File: src/rtl/core/image_permute_xor_cipher_unit_assert.svh
// ---------------------------------------------------------------------------
// Assertion macros for the image cipher block.
// Each macro expects signals clk and rst_n in the scope where it is used.
// ---------------------------------------------------------------------------
`ifndef IMAGE_PERMUTE_XOR_CIPHER_UNIT_ASSERT_SVH
`define IMAGE_PERMUTE_XOR_CIPHER_UNIT_ASSERT_SVH

`ifndef NO_ASSERTIONS

// Consequent must hold in the same cycle as the antecedent.
`define IPX_ASSERT_SAME(lbl, ante, cons) \
  lbl: assert property (@(posedge clk) disable iff (!rst_n) (ante) |-> (cons)) \
    else $error("ipx assertion failed");

// Consequent must hold in the cycle after the antecedent.
`define IPX_ASSERT_NEXT(lbl, ante, cons) \
  lbl: assert property (@(posedge clk) disable iff (!rst_n) (ante) |=> (cons)) \
    else $error("ipx assertion failed");

// Condition must hold at every clock edge out of reset.
`define IPX_ASSERT_ALWAYS(lbl, cond) \
  lbl: assert property (@(posedge clk) disable iff (!rst_n) (cond)) \
    else $error("ipx assertion failed");

`else

`define IPX_ASSERT_SAME(lbl, ante, cons)
`define IPX_ASSERT_NEXT(lbl, ante, cons)
`define IPX_ASSERT_ALWAYS(lbl, cond)

`endif

`endif

File: src/rtl/core/ipx_pkg.sv
// ---------------------------------------------------------------------------
// ipx_pkg
// Types, codes and helper functions shared by the image cipher block.
// ---------------------------------------------------------------------------
package ipx_pkg;

  localparam int PRNG_W     = 32;
  localparam int PIX_W      = 24;
  localparam int CH_W       = 8;
  localparam int CFG_IDX_W  = 8;
  localparam int CFG_DATA_W = 32;
  localparam int PCOUNT_W   = 13;

  // xorshift32 shift amounts.
  localparam int XS_A = 13;
  localparam int XS_B = 17;
  localparam int XS_C = 5;

  // Configuration register indexes.
  localparam logic [CFG_IDX_W-1:0] REG_SEED        = CFG_IDX_W'(0);
  localparam logic [CFG_IDX_W-1:0] REG_START_VALUE = CFG_IDX_W'(1);
  localparam logic [CFG_IDX_W-1:0] REG_DECRYPT     = CFG_IDX_W'(2);
  localparam logic [CFG_IDX_W-1:0] REG_PIXEL_COUNT = CFG_IDX_W'(3);

  // Request commands.
  localparam logic CMD_LOAD = 1'b0;
  localparam logic CMD_READ = 1'b1;

  // Result status codes.
  localparam logic [1:0] ST_OK         = 2'd0;
  localparam logic [1:0] ST_NOT_LOADED = 2'd1;
  localparam logic [1:0] ST_ALL_READ   = 2'd2;

  // Reset values of the configuration registers.
  localparam logic [PRNG_W-1:0]   SEED_RESET   = 32'd1;
  localparam logic [PCOUNT_W-1:0] PCOUNT_RESET = 13'd4096;

  typedef enum logic [4:0] {
    S_IDLE,
    S_RD_WAIT,
    S_INIT,
    S_SH_STEP,
    S_SH_DIV,
    S_SH_RDI,
    S_SH_WR1,
    S_SH_WR2,
    S_EP_RD,
    S_EP_WR,
    S_EC_RD,
    S_EC_WR,
    S_DC_RD,
    S_DC_WR,
    S_DP_RD,
    S_DP_RD2,
    S_DP_WR
  } ipx_state_t;

  // One xorshift32 step.
  function automatic logic [PRNG_W-1:0] xs32(input logic [PRNG_W-1:0] x);
    logic [PRNG_W-1:0] y;
    y = x ^ (x << XS_A);
    y = y ^ (y >> XS_B);
    y = y ^ (y << XS_C);
    return y;
  endfunction

  // Bytes 1..3 of a word placed at the red, green and blue positions.
  function automatic logic [PIX_W-1:0] key_mask(input logic [PRNG_W-1:0] w);
    return {w[15:8], w[23:16], w[31:24]};
  endfunction

endpackage

File: src/rtl/core/ipx_mod_unit.sv
// ---------------------------------------------------------------------------
// ipx_mod_unit
// Bit-serial remainder unit: 32-bit dividend modulo a narrow divisor.
// ---------------------------------------------------------------------------
module ipx_mod_unit #(
  parameter int VW = 12
) (
  input  logic                       clk,
  input  logic                       rst_n,
  input  logic                       start,
  input  logic [ipx_pkg::PRNG_W-1:0] dividend,
  input  logic [VW-1:0]              divisor,
  output logic                       busy,
  output logic                       done,
  output logic [VW-1:0]              rem
);
  import ipx_pkg::*;

  localparam int CNT_W = $clog2(PRNG_W);

  logic [PRNG_W-1:0] q_r,    q_nxt;
  logic [VW-1:0]     rem_r,  rem_nxt;
  logic [VW-1:0]     dvs_r,  dvs_nxt;
  logic [CNT_W-1:0]  cnt_r,  cnt_nxt;
  logic              busy_r, busy_nxt;
  logic              done_r, done_nxt;
  logic [VW:0]       trial;

  // One restoring step per cycle, most significant dividend bit first.
  always_comb begin
    q_nxt    = q_r;
    rem_nxt  = rem_r;
    dvs_nxt  = dvs_r;
    cnt_nxt  = cnt_r;
    busy_nxt = busy_r;
    done_nxt = 1'b0;
    trial    = {rem_r, q_r[PRNG_W-1]};
    if (start) begin
      q_nxt    = dividend;
      rem_nxt  = '0;
      dvs_nxt  = divisor;
      cnt_nxt  = '0;
      busy_nxt = 1'b1;
    end else if (busy_r) begin
      if (trial >= {1'b0, dvs_r}) begin
        trial = trial - {1'b0, dvs_r};
      end
      rem_nxt = trial[VW-1:0];
      q_nxt   = q_r << 1;
      cnt_nxt = cnt_r + CNT_W'(1);
      if (cnt_r == CNT_W'(PRNG_W - 1)) begin
        busy_nxt = 1'b0;
        done_nxt = 1'b1;
      end
    end
  end

  always_ff @(posedge clk) begin
    if (!rst_n) begin
      busy_r <= 1'b0;
      done_r <= 1'b0;
      cnt_r  <= '0;
    end else begin
      busy_r <= busy_nxt;
      done_r <= done_nxt;
      cnt_r  <= cnt_nxt;
    end
    q_r   <= q_nxt;
    rem_r <= rem_nxt;
    dvs_r <= dvs_nxt;
  end

  assign busy = busy_r;
  assign done = done_r;
  assign rem  = rem_r;

endmodule

File: config.mk
export PLATFORM = sky130hd
export DESIGN_NAME = ipx_mod_unit
export DESIGN_NICKNAME = d
export VERILOG_FILES = /design/src/rtl/core/image_permute_xor_cipher_unit_assert.svh /design/src/rtl/core/ipx_pkg.sv /design/src/rtl/core/ipx_mod_unit.sv
export SDC_FILE = /design/constraint.sdc
export NUM_CORES = 1
export LEC_CHECK = 0
export ABC_AREA = 1
export BUFFER_PORTS_ARGS = -buffer_cell sky130_fd_sc_hd__buf_2
export CORE_UTILIZATION = 52
export CTS_BUF_LIST = sky130_fd_sc_hd__clkbuf_2 sky130_fd_sc_hd__clkbuf_4 sky130_fd_sc_hd__clkbuf_8
export CTS_CLUSTER_SIZE = 20
export DETAILED_ROUTE_END_ITERATION = 7
export GPL_ROUTABILITY_DRIVEN = 0
export GPL_TIMING_DRIVEN = 0
export PLACE_DENSITY_LB_ADDON = 0.15
export SKIP_LAST_GASP = 1
export SYNTH_ARGS = -nofsm -noshare
export SYNTH_HDL_FRONTEND = slang
export SYNTH_SLANG_ARGS = --single-unit
File: constraint.sdc
create_clock -name clk -period 1.6 [get_ports clk]
set_clock_uncertainty 0.05 [all_clocks]
set_input_delay 0.08 -clock clk [delete_from_list [all_inputs] [get_ports clk]]
set_output_delay 0.08 -clock clk [all_outputs]
set_load 0.05 [all_outputs]
**After elaboration in Yosys (flattened, before gate mapping)**

Cells that the tools add are included.

- Register bits after elaboration: 63
- Latch bits: 0
- Bits in writable memories: 0
- ROM bits: 0
- Input bits: 47
- Output and inout port bits: 14
- Logic and storage cells: 22
- Memories: 0

- $add $sub $neg: 2
- Multipliers: 0
- Div/mod/pow operators: 0
- Magnitude comparators: 1
- Equal/unequal tests: 1
- Shifts and indexed selects: 0
- Multiplexer cells: 7
- Bitwise operators: 2
- Reductions and logical operators: 3

Operator list:

| operator | number |
|---|---|
| 32-bit 2-to-1 mux | 2 |
| 13-bit by 12-bit greater-or-equal comparator with 1-bit output | 1 |
| 12-bit 2-to-1 mux | 1 |
| 12-bit subtractor | 1 |
| 5-bit by 1-bit adder with 5-bit output, second input constant | 1 |
| 5-bit == test, second input constant | 1 |
| 1-bit 2-to-1 mux | 4 |
| 3-bit OR reduction | 1 |
| 1-bit inverter | 2 |
| 2-bit nonzero test | 1 |
| 2-bit OR reduction | 1 |

**Depth between registers and ports, before layout**

Gate-level depths: netlist of run 1.

- Word-level depth: 4
- Gate-level depth with buffers: 12

**Least setup slack after synthesis of run 1**

No wires, ideal clock.

- Kind: register to register
- From: reg busy_r, in the netlist busy
- To: reg q_r[0], enable pin
- Arrival time: 1768 ps
- Data required time: 1163 ps
- Setup slack: -605 ps
- Cell stages (with the launch flop): 4
- Path through: dfxtp_1 nor2_1 clkbuf_1 inv_1

- Word-level cells in the longest chain between the ends: 1

Ends and longest elaborated chain:

| what | RTL line | text |
|---|---|---|
| start: declaration | ipx_mod_unit.sv:25 | `logic busy_r, busy_nxt;` |
| start signal: assignment | ipx_mod_unit.sv:64 | `busy_r <= busy_nxt;` |
| 2-bit nonzero test (no source line) | - |  |
| end signal: assignment | ipx_mod_unit.sv:68 | `q_r <= q_nxt;` |
| end: declaration | ipx_mod_unit.sv:21 | `logic [PRNG_W-1:0] q_r, q_nxt;` |

No other way between the ends.
A chain may end at the register's enable or synchronous reset.

**Worst setup path in the final report of run 1**

- From: reg q_r[31]
- To: reg rem_r[6], in the netlist rem[6]

- Word-level cells in the longest chain between the ends: 2
- Elaborated cells on any way between the ends: 3

Ends and longest elaborated chain:

| what | RTL line | text |
|---|---|---|
| 12-bit subtractor or 13-bit by 12-bit greater-or-equal comparator with 1-bit output (tied branches) | ipx_mod_unit.sv:46, ipx_mod_unit.sv:45 |  |
| 12-bit 2-to-1 mux * | ipx_mod_unit.sv:45 | `if (trial >= {1'b0, dvs_r}) begin` |
| end signal: assignment | ipx_mod_unit.sv:69 | `rem_r <= rem_nxt;` |
| end: declaration | ipx_mod_unit.sv:22 | `logic [VW-1:0] rem_r, rem_nxt;` |

Every way passes the cells marked *; elsewhere a longest branch is shown, timed or not.

==> results.md, run 1 <==
* Routed wire length at 9030 um
* Starting density of the core at 53.8%
* Sequential area share after synthesis at 49.8%
* Pin count of the biggest net entering global routing at 17
* Net Sw Frac at 26.8%
* Total track usage at 27.3%
* CP Data Arrival Time at 2.03 ns
* Final worst hold slack at 0.121 ns
* Max Slew Vio Count at 0
* Routed vias/inst at 5.08
* Mapped Cells at 420
* Place WS at -0.520 ns
* Max cap viols at 0
* Synth Register Bits at 63
* CTS Buf Count at 9
* Cell row count at 29
* Number of global-route vias before repair at 3,401
* Sequential power share at 48.2%
* Fin crit period at 1.84 ns
* Root buf cell: clkbuf_8
* Flop-to-flop setup slack at -0.24 ns
* HPWL after detailed placement at 5040 um
* Register area at 1750 um^2
* Most common cell after layout, fill and taps aside: nand2_1
* Wire length per cell at 14.3 um
* Internal at 2.90 mW
* Mapped Area at 3420 um^2
* Crit path max fanout at 3
* Worst Setup Slack, final at -0.245 ns
* H-Tree Depth at 3
* Initial drt markers at 160
* Fill cell count at 422
* Final Setup Violations at 12
* Max VDD drop at 0.693 mV
* P&R area growth vs syn at 44.9%
* Gate power share at 16.8%
* Post-synthesis cell type count at 31
* Clock Power Share at 35.0%
* Die Area at 6900 um^2
* Worst slew margin at 69.9%
* Area of the multi-input gates at 1700 um^2
* CTS tree: done
* R2R cell count at 12
* Die X-Extent at 83.1 um
* Status: finished, violations left
* Switch Pwr at 1.06 mW
* RSZ-0062 raised after global routing: true
* Hold depth at 1
* Lkg Pwr at 2.38 nW
* Latest clock arrival within the worst-skew pair at 0.35 ns
* Final ANT Viol Nets at 0
* Synthesized Nets at 482
* Ports at 61
* First-pass GRT wire length at 14,900 um
* Reg-to-Reg Start: q_r[31]$_DFFE_PP_
* Antenna cells at 0
* Hold EP: dvs_r[4]$_DFFE_PP_
* DRC Markers at 0
* Crit Path Class: reg2reg
* Hold_sp: start
* Total grt overflow at 0
* Layout cell share with drive strength beyond 1 at 32.9%
* Port bufs at 60
* Nets at 611
* Initial antenna violation count at 0
* Critical Path RT at 1.79 ns
* Via Count at 3,204
* FMAX at 542 MHz
* Drt first pass iters at 5
* Die Ht at 83.1 um
* Nature of the critical path startpoint: register
* R2r endpoint: rem[6]$_SDFFE_PP0P_
* Ratio of final minimum period to clock period at 115%
* CP endpoint kind: register
* Pwr dens at 801 nW/um^2
* Clock Sinks at 63
* Most frequent cells in the layout: 165 x nand2_1, 62 x buf_2, 45 x dlygate4sd3_1
* Slew of the pin with the lowest slew margin at 0.451 ns
* Fin. Hold Viols at 0
* Post-Syn Area per Cell at 8.14 um^2
* Syn. warnings at 0
* Worst-path clk slew at 0.08 ns
* Violated checks: negative setup slack
* Area of the core at 6350 um^2
* HP Class: in2reg
* Clock Tree Buf Depth at 2
## flip-flops by register name, summed over array words and instances, names as in the netlist
| register | flops |
|---|---|
| rem | 12 |
| done | 1 |
| dvs_r | 12 |
| busy | 1 |
| cnt_r | 5 |
| q_r | 32 |
## critical path: stages (launching register included)
cell	delay, ns
edfxtp_1	0.39
inv_2	0.10
ha_4	0.14
inv_4	0.03
fa_2	0.34
nand3_2	0.10
nand3_4	0.09
nand2_1	0.08
nand2_1	0.06
xnor2_1	0.14
nand2_1	0.06
nand3_1	0.08
nand2_1	0.06
## cell type report
type,count,area share (%)
buffer,12,1.57
clock buffer,10,2.65
tap,77,1.94
multi-input combinational,285,34.4
clock inverter,6,1.24
timing repair inverter,1,0.152
inverter,59,4.60
sequential,63,35.3
timing repair buffer,118,18.2
## cell usage after synthesis
cell type / instances / area [um^2]
ha_1: 14 / 175
o21ai_1: 1 / 5.00
clkbuf_1: 8 / 30.0
nand3_4: 1 / 17.5
fa_1: 1 / 20.0
inv_2: 2 / 7.51
o21a_1: 1 / 7.51
buf_4: 1 / 7.51
nand2_4: 2 / 22.5
clkinv_1: 1 / 3.75
nand2_2: 3 / 18.8
nor3_2: 1 / 10.0
a21oi_1: 8 / 40.0
inv_1: 56 / 210
buf_6: 1 / 11.3
nand4_1: 14 / 87.6
nor2_1: 17 / 63.8
xnor2_1: 5 / 43.8
nor2_4: 2 / 22.5
a21oi_4: 1 / 16.3
dfxtp_1: 19 / 380
o21ai_0: 2 / 10.0
and3_1: 1 / 6.26
nor2_2: 1 / 6.26
buf_2: 3 / 15.0
a211oi_1: 1 / 7.51
nand2_1: 180 / 676
nand3_2: 6 / 60.1
nor3_1: 1 / 5.00
edfxtp_1: 44 / 1320
nand3_1: 22 / 110
## worst max-delay path by stage
stage	start	endpoint	slack [ns]	depth (start not counted)
2_1_floorplan	q_r[31]$_DFFE_PP_	rem[6]$_SDFFE_PP0P_	-0.08	12
3_3_place_gp	start	q_r[15]$_DFFE_PP_	-0.50	5
3_5_place_dp	start	q_r[16]$_DFFE_PP_	-0.52	5
4_1_cts	q_r[31]$_DFFE_PP_	rem[6]$_SDFFE_PP0P_	-0.26	12
5_1_grt	dvs_r[8]$_DFFE_PP_	rem[0]$_SDFFE_PP0P_	-0.35	12
6_report	q_r[31]$_DFFE_PP_	rem[6]$_SDFFE_PP0P_	-0.24	12
## layer usage
| layer | up-vias | track usage [%] | wire, um |
|---|---|---|---|
| met5 | - | 0 | 0 |
| met4 | 0 | 16.3 | 257 |
| met3 | 28 | 4.47 | 408 |
| met2 | 96 | 48.6 | 4730 |
| met1 | 1484 | 30.6 | 3630 |
| li1 | 1596 | - | - |
## logic make-up after synthesis
group                      Yosys count  share of synthesized area (%)
buffers and inverters               72                           8.35
AOI/OAI and AO/OA                   14                           2.53
xor gates and xnor gates             5                           1.28
DFF                                 63                           49.8
adders and majority gates           15                           5.71
and+or+nand+nor                    251                           32.4
## metrics by stage
stage	cell area (um^2)	power, mW	cells	util (%)	TNS, ns
6_report	4950	3.97	631	78.0	-2.10
5_1_grt	4950	4.13	631	78.0	-3.65
4_1_cts	4860	3.92	630	76.6	-1.94
3_5_place_dp	4060	2.43	557	63.9	-21.95
3_3_place_gp	4060	2.42	557	63.9	-20.92
2_1_floorplan	3660	2.28	420	-	-0.200
## power groups by stage
stage               sequential, mW  combinational [mW]  clock (mW)
floorplan                     1.95               0.331           0
global placement              1.94               0.478           0
detailed placement            1.94               0.487           0
CTS                           1.91               0.607        1.40
global route                  1.92               0.729        1.48
finish                        1.91               0.667        1.39
## what timing repair did
action,CTS,global route
hold buffers,45,0
setup buffers,10,2
pin swaps,8,14
endpoints found under the hold margin,46,0
resized for setup,23,21
cloned,2,0
setup endpoints to repair,43,45
No activity file was read; power rests on OpenSTA's default activity.
==> run 2: changes to the inputs <==
RECOVER_POWER = 25   (was default)
==> run 2 against run 1 <==
Against the previous run: the flow still finishes with violations (negative setup slack); design area is essentially flat; power shrank 0.11%; sequential cell count is the same; cell count is the same; combinational power is essentially flat.
==> results.md, run 2 (same netlist as run 1, synthesis figures left out) <==
* Slew of the pin with the lowest slew margin at 0.885 ns (+0.435 ns)
* Pwr dens at 800 nW/um^2 (about the same)
* Internal at 2.90 mW (about the same)
* Placed Cells at 557 (unchanged)
* Sequential power share at 48.3% (about the same)
* P&R area growth vs syn at 44.8% (about the same)
* Critical Path RT at 1.78 ns (about the same)
* Nature of the critical path startpoint: register
* Initial drt markers at 162 (+1.3%)
* Number of global-route vias before repair at 3,401 (unchanged)
* Nets at 611 (unchanged)
* Clock Sinks at 63 (unchanged)
* Die Area at 6900 um^2 (unchanged)
* Overall Power at 3.96 mW (-0.11%)
* CP Cell Sequence: inv_2, ha_4, inv_4, fa_2, nand3_2, nand3_4, nand2_1, nand2_1, xnor2_1, nand2_1, nand3_1, nand2_1
* H-Tree Depth at 3 (unchanged)
* First-pass GRT wire length at 14,900 um (unchanged)
* Most frequent cells in the layout: 165 x nand2_1, 60 x buf_2, 45 x dlygate4sd3_1
* Max Slew Vio Count at 0 (unchanged)
* Die Ht at 83.1 um (unchanged)
* Initial antenna violation count at 0 (unchanged)
* Gate power share at 16.8% (about the same)
* Post-DP Area at 4060 um^2 (unchanged)
* HP Class: in2reg
* Setup TNS at -3.06 ns (-0.954 ns)
* Worst path max stage delay at 0.39 ns (about the same)
* Area of the core at 6350 um^2 (unchanged)
* Fin. Hold Viols at 0 (unchanged)
* CTS tree: done
* Reg-to-Reg Start: q_r[31]$_DFFE_PP_
* Net Sw Frac at 26.7% (-0.087 points)
* Layout cell share with drive strength beyond 1 at 32.5% (-0.36 points)
* Latest clock arrival within the worst-skew pair at 0.34 ns (about the same)
* Lkg Pwr at 2.38 nW (-0.30%)
* Most flops, register: q_r
* Flop-to-flop setup slack at -0.25 ns (about the same)
* CP Data Arrival Time at 2.04 ns (about the same)
* Max reg flops at 32 (unchanged)
* Starting density of the core at 53.8% (unchanged)
* Cell row count at 29 (unchanged)
* DR WL met2 at 4700 um (-0.68%)
* Met3 Wirelength at 427 um (+4.7%)
* Clock Tree Buf Depth at 2 (unchanged)
* Worst-path clk slew at 0.08 ns (about the same)
* Worst slew margin at 41.0% (-29 points)
* Crit path to: rem[6]$_SDFFE_PP0P_
* CP endpoint kind: register
* RSZ-0062 raised after global routing: true
* Violated checks: negative setup slack
* Switch Pwr at 1.06 mW (-0.44%)
* Place WS at -0.520 ns (unchanged)
* Most used cell, CP: nand2_1
* Final ANT Viol Nets at 0 (unchanged)
* Wire length per cell at 14.3 um (-0.13%)
* Crit path max fanout at 3 (unchanged)
* Hold depth at 1 (unchanged)
* CTS Buf Count at 9 (unchanged)
* Worst Setup Slack, final at -0.252 ns (-0.00758 ns)
* Final Setup Violations at 58 (+46)
* Final Cell Area at 4950 um^2 (about the same)
* Via Count at 3,227 (+0.72%)
* Status: finished, violations left
* Drt first pass iters at 5 (unchanged)
* Max VDD drop at 0.693 mV (about the same)
* Crit Path Class: reg2reg
* Wl on met1 at 3620 um (-0.25%)
* Clock Power Share at 34.9% (about the same)
* HPWL after detailed placement at 5040 um (unchanged)
* Antenna cells at 0 (unchanged)
* Ports at 61 (unchanged)
* Highest metal used: met4
* FMAX at 540 MHz (-0.41%)
* Pin count of the biggest net entering global routing at 17 (unchanged)
* Die X-Extent at 83.1 um (unchanged)
* Root buf cell: clkbuf_8
* Ratio of final minimum period to clock period at 116% (+0.47 points)
* R2r endpoint: rem[6]$_SDFFE_PP0P_
* Fin crit period at 1.85 ns (+0.00758 ns)
* Routed vias/inst at 5.11 (+0.72%)
* R2R cell count at 12 (unchanged)
* DRC Markers at 0 (unchanged)
* CP max-delay cell: edfxtp_1
* Total grt overflow at 0 (unchanged)
* Max cap viols at 0 (unchanged)
* Routed wire length at 9020 um (-0.13%)
* Critical Path Start: q_r[31]$_DFFE_PP_
* Most common cell after layout, fill and taps aside: nand2_1
* Total track usage at 27.3% (unchanged)
* Port bufs at 60 (unchanged)
* Final Non-Filler Cells at 631 (unchanged)
==> run 2: cell count changes in the layout (fill, tap and decap cells not counted) <==
cell      change
buf_2         -2
clkbuf_1      +2
==> run 2: critical path: cells and delay by family (launching register included) <==
kind | cells | cell delay, ns
fa+ha+maj | 2 | 0.49
buf+inv | 2 | 0.14
simple gates | 7 | 0.53
xor+xnor | 1 | 0.14
flops | 1 | 0.39
==> run 2: final cells by class <==
| class | count | area, um^2 |
|---|---|---|
| Timing Repair inverter | 1 | 7.51 |
| Clock inverter | 6 | 61.3 |
| Buffer | 12 | 77.6 |
| Clock buffer | 10 | 131 |
| Tap cell | 77 | 96.3 |
| Timing Repair Buffer | 118 | 898 |
| Sequential cell | 63 | 1750 |
| Multi-Input combinational cell | 285 | 1700 |
| Inverter | 59 | 228 |
| Fill cell | 423 | 1400 |
==> run 2: power groups by stage <==
stage / Clock [mW] / Combinational (mW) / Sequential [mW]
after CTS: 1.40 / 0.607 / 1.91
after global routing: 1.48 / 0.728 / 1.92
final: 1.38 / 0.667 / 1.91
after detailed placement: 0 / 0.487 / 1.94
after global placement: 0 / 0.478 / 1.94
after floorplan: 0 / 0.331 / 1.95
==> run 2: what timing repair did <==
| action | CTS | global route |
|---|---|---|
| setup endpoints to repair | 43 | 45 |
| cloned | 2 | 0 |
| hold buffers | 45 | 0 |
| hold endpoints to repair | 46 | 0 |
| gates resized for setup | 23 | 21 |
| pin swaps | 8 | 14 |
| buffers inserted | 10 | 2 |
==> run 2: worst min path at each step <==
stage / startpoint / endpoint / slack [ns]
2_1_floorplan: divisor[0] / dvs_r[0]$_DFFE_PP_ / 0.13
3_3_place_gp: divisor[0] / dvs_r[0]$_DFFE_PP_ / 0.21
3_5_place_dp: divisor[10] / dvs_r[10]$_DFFE_PP_ / 0.21
4_1_cts: start / dvs_r[0]$_DFFE_PP_ / 0.11
5_1_grt: start / dvs_r[7]$_DFFE_PP_ / 0.36
6_report: start / dvs_r[4]$_DFFE_PP_ / 0.35
==> run 2: through the flow <==
stage / utilization [%] / hold WS, ns
2_1_floorplan: - / 0.129
3_3_place_gp: 63.9 / 0.207
3_5_place_dp: 63.9 / 0.208
4_1_cts: 76.6 / 0.114
5_1_grt: 78.0 / 0.355
6_report: 78.0 / 0.353
==> run 2: per-layer routing <==
layer / GRT usage [%] / vias to the layer above
li1: - / 1594
met1: 30.6 / 1484
met2: 48.6 / 119
met3: 4.47 / 30
met4: 16.3 / 0
met5: 0 / -
==> run 3: changes to the inputs <==
REMOVE_ABC_BUFFERS = 1   (was default)
==> run 3 against run 2 <==
Against the previous run: the flow still finishes with violations (negative setup slack); sequential cell count stayed put; clock power up 15%; first-iteration DRC count down 10%; critical endpoint unchanged; utilization down 0.26 points; fmax rose by 0.10%; combinational power down 2%; largest power group unchanged.
==> results.md, run 3 (same netlist as run 1, synthesis figures left out) <==
* Gate power share at 15.7% (-1.1 points)
* Die X-Extent at 83.1 um (unchanged)
* Critical Path RT at 1.79 ns (about the same)
* Layout cell share with drive strength beyond 1 at 31.0% (-1.5 points)
* Flop-to-flop setup slack at -0.25 ns (about the same)
* Final worst hold slack at 0.220 ns (-0.133 ns)
* Reg-to-Reg Start: q_r[31]$_DFFE_PP_
* Starting density of the core at 53.8% (unchanged)
* Pin count of the biggest net entering global routing at 50 (+33)
* Clock Sinks at 63 (unchanged)
* HP Class: in2reg
* CP Data Arrival Time at 2.04 ns (about the same)
* FMAX at 540 MHz (+0.10%)
* Worst Setup Slack, final at -0.250 ns (+0.00189 ns)
* R2R cell count at 12 (unchanged)
* CP max-delay cell: edfxtp_1
* Most frequent cells in the layout: 168 x nand2_1, 59 x buf_2, 45 x inv_1, 45 x dlygate4sd3_1, 44 x edfxtp_1
* Die Ht at 83.1 um (unchanged)
* Drt first pass iters at 5 (unchanged)
* Number of global-route vias before repair at 3,303 (-2.9%)
* Total track usage at 27.4% (+0.072 points)
* Antenna cells at 0 (unchanged)
* Hold depth at 1 (unchanged)
* CTS Buf Count at 9 (unchanged)
* Most common cell after layout, fill and taps aside: nand2_1
* Routed wire length at 8690 um (-3.6%)
* Slew of the pin with the lowest slew margin at 0.676 ns (-0.210 ns)
* R2r endpoint: rem[6]$_SDFFE_PP0P_
* Net Sw Frac at 24.7% (-2.0 points)
* Nature of the critical path startpoint: register
* Total grt overflow at 0 (unchanged)
* HPWL after detailed placement at 4600 um (-8.8%)
* Fin. Hold Viols at 0 (unchanged)
* Cell row count at 29 (unchanged)
* Setup TNS at -2.11 ns (+0.949 ns)
* Via Count at 3,218 (-0.28%)
* Pwr dens at 845 nW/um^2 (+5.6%)
* Max cap viols at 0 (unchanged)
* Fill cell count at 410 (-3.1%)
* Worst path max stage delay at 0.39 ns (about the same)
* Status: finished, violations left
* Final Setup Violations at 13 (-78%)
* Final ANT Viol Nets at 0 (unchanged)
* H-Tree Depth at 3 (unchanged)
* CP endpoint kind: register
* Crit path depth at 12 (unchanged)
* Latest clock arrival within the worst-skew pair at 0.34 ns (about the same)
* Wire length per cell at 13.7 um (-3.8%)
* First-pass GRT wire length at 14,900 um (+0.24%)
* Lkg Pwr at 2.37 nW (-0.11%)
* Crit path max fanout at 3 (unchanged)
* Max reg flops at 32 (unchanged)
* Crit Path Class: reg2reg
* CTS tree: done
* Initial drt markers at 145 (-10%)
* Routed vias/inst at 5.09 (-0.44%)
* Internal at 3.14 mW (+8.1%)
* Worst slew margin at 54.7% (+14 points)
* Worst-path clk slew at 0.07 ns (about the same)
* Top delay family on crit path: simple AND/OR/NAND/NOR gates
* Nets at 612 (+0.16%)
* Port bufs at 60 (unchanged)
* Area of the core at 6350 um^2 (unchanged)
* Clock Power Share at 38.1% (+3.2 points)
* Final Non-Filler Cells at 632 (+0.16%)
* Max Slew Vio Count at 0 (unchanged)
* Fin crit period at 1.85 ns (-0.00189 ns)
* Root buf cell: clkbuf_8
* Placed Cells at 544 (-2.3%)
* Hold_sp: start
* Violated checks: negative setup slack
* Max VDD drop at 0.709 mV (+2.4%)
* Initial antenna violation count at 0 (unchanged)
* Most flops, register: q_r
* Ratio of final minimum period to clock period at 116% (-0.12 points)
* Bufs and invs on worst path at 2 (unchanged)
* Hold EP: dvs_r[8]$_DFFE_PP_
* RSZ-0062 raised after global routing: true
* CP Cell Sequence: inv_2, ha_4, inv_2, fa_2, nand3_4, nand3_4, nand2_2, nand2_2, xnor2_2, nand2_1, nand3_1, nand2_1
* Die Area at 6900 um^2 (unchanged)
* Clock Tree Buf Depth at 2 (unchanged)
* P&R area growth vs syn at 44.4%
* Sequential power share at 46.2% (-2.1 points)
* Ports at 61 (unchanged)
* Place WS at -1.25 ns (-0.732 ns)
* DRC Markers at 0 (unchanged)
* Switch Pwr at 1.03 mW (-2.5%)
## run 3: cell count changes in the layout (fill, tap and decap cells not counted), sizes merged
cell / before / now
buf: 75 / 84
clkbuf: 20 / 12
clkinv: 5 / 3
bufinv: 1 / 2
clkinvlp: 3 / 4
inv: 57 / 56
nand3: 29 / 30
## run 3: power groups by stage
stage               Combinational (mW)  Clock [mW]  Sequential, mW
CTS                              0.607        1.61            1.93
floorplan                        0.264           0            1.96
detailed placement               0.422           0            1.96
global route                     0.724        1.65            1.94
global placement                 0.410           0            1.95
finish                           0.653        1.59            1.93
## run 3: per-layer routing
| layer | wire length, um | GRT usage, % | vias to the layer above |
|---|---|---|---|
| met5 | 0 | 0 | - |
| met4 | 278 | 12.7 | 0 |
| met3 | 327 | 6.16 | 22 |
| met2 | 4430 | 48.3 | 90 |
| met1 | 3660 | 31.4 | 1506 |
| li1 | - | - | 1600 |
## run 3: how the worst max path moves through the flow
stage | endpoint | startpoint
after detailed placement | q_r[31]$_DFFE_PP_ | start
after CTS | rem[6]$_SDFFE_PP0P_ | q_r[31]$_DFFE_PP_
after global routing | rem[6]$_SDFFE_PP0P_ | q_r[31]$_DFFE_PP_
after global placement | q_r[31]$_DFFE_PP_ | start
final | rem[6]$_SDFFE_PP0P_ | q_r[31]$_DFFE_PP_
after floorplan | q_r[0]$_SDFFCE_PN0P_ | busy$_SDFF_PN0_
## run 3: repair_timing
item | in CTS | in global routing
hold buffers | 45 | 0
setup endpoints to repair | 77 | 60
resized for setup | 57 | 13
cloned | 4 | 0
hold endpoints to repair | 46 | 0
pin swaps | 21 | 10
buffers inserted | 19 | 4
## run 3: final cells by class
class / count / area, um^2 / share of cell area (%)
multi-input cells: 286 / 1710 / 34.7
flip-flops and latches: 63 / 1710 / 34.6
repair buffers: 129 / 956 / 19.4
inverters: 59 / 229 / 4.64
clock buffers: 12 / 153 / 3.09
well taps: 77 / 96.3 / 1.95
clock inverters: 4 / 70.1 / 1.42
repair inverters: 2 / 12.5 / 0.254
## run 3: metrics by stage
step / power, mW / utilization, % / cell area, um^2
6_report: 4.17 / 77.7 / 4930
3_5_place_dp: 2.38 / 59.1 / 3750
2_1_floorplan: 2.23 / - / 3350
4_1_cts: 4.14 / 76.3 / 4840
3_3_place_gp: 2.36 / 59.1 / 3750
5_1_grt: 4.31 / 77.7 / 4930
## run 3: worst reg2reg max path: cells and delay by family (launching register included)
kind | cells | cell delay [ns]
AND/OR/NAND/NOR | 7 | 0.53
adder cells (fa/ha/maj) | 2 | 0.50
flip-flops | 1 | 0.39
XOR/XNOR | 1 | 0.14
buffers and inverters | 2 | 0.13
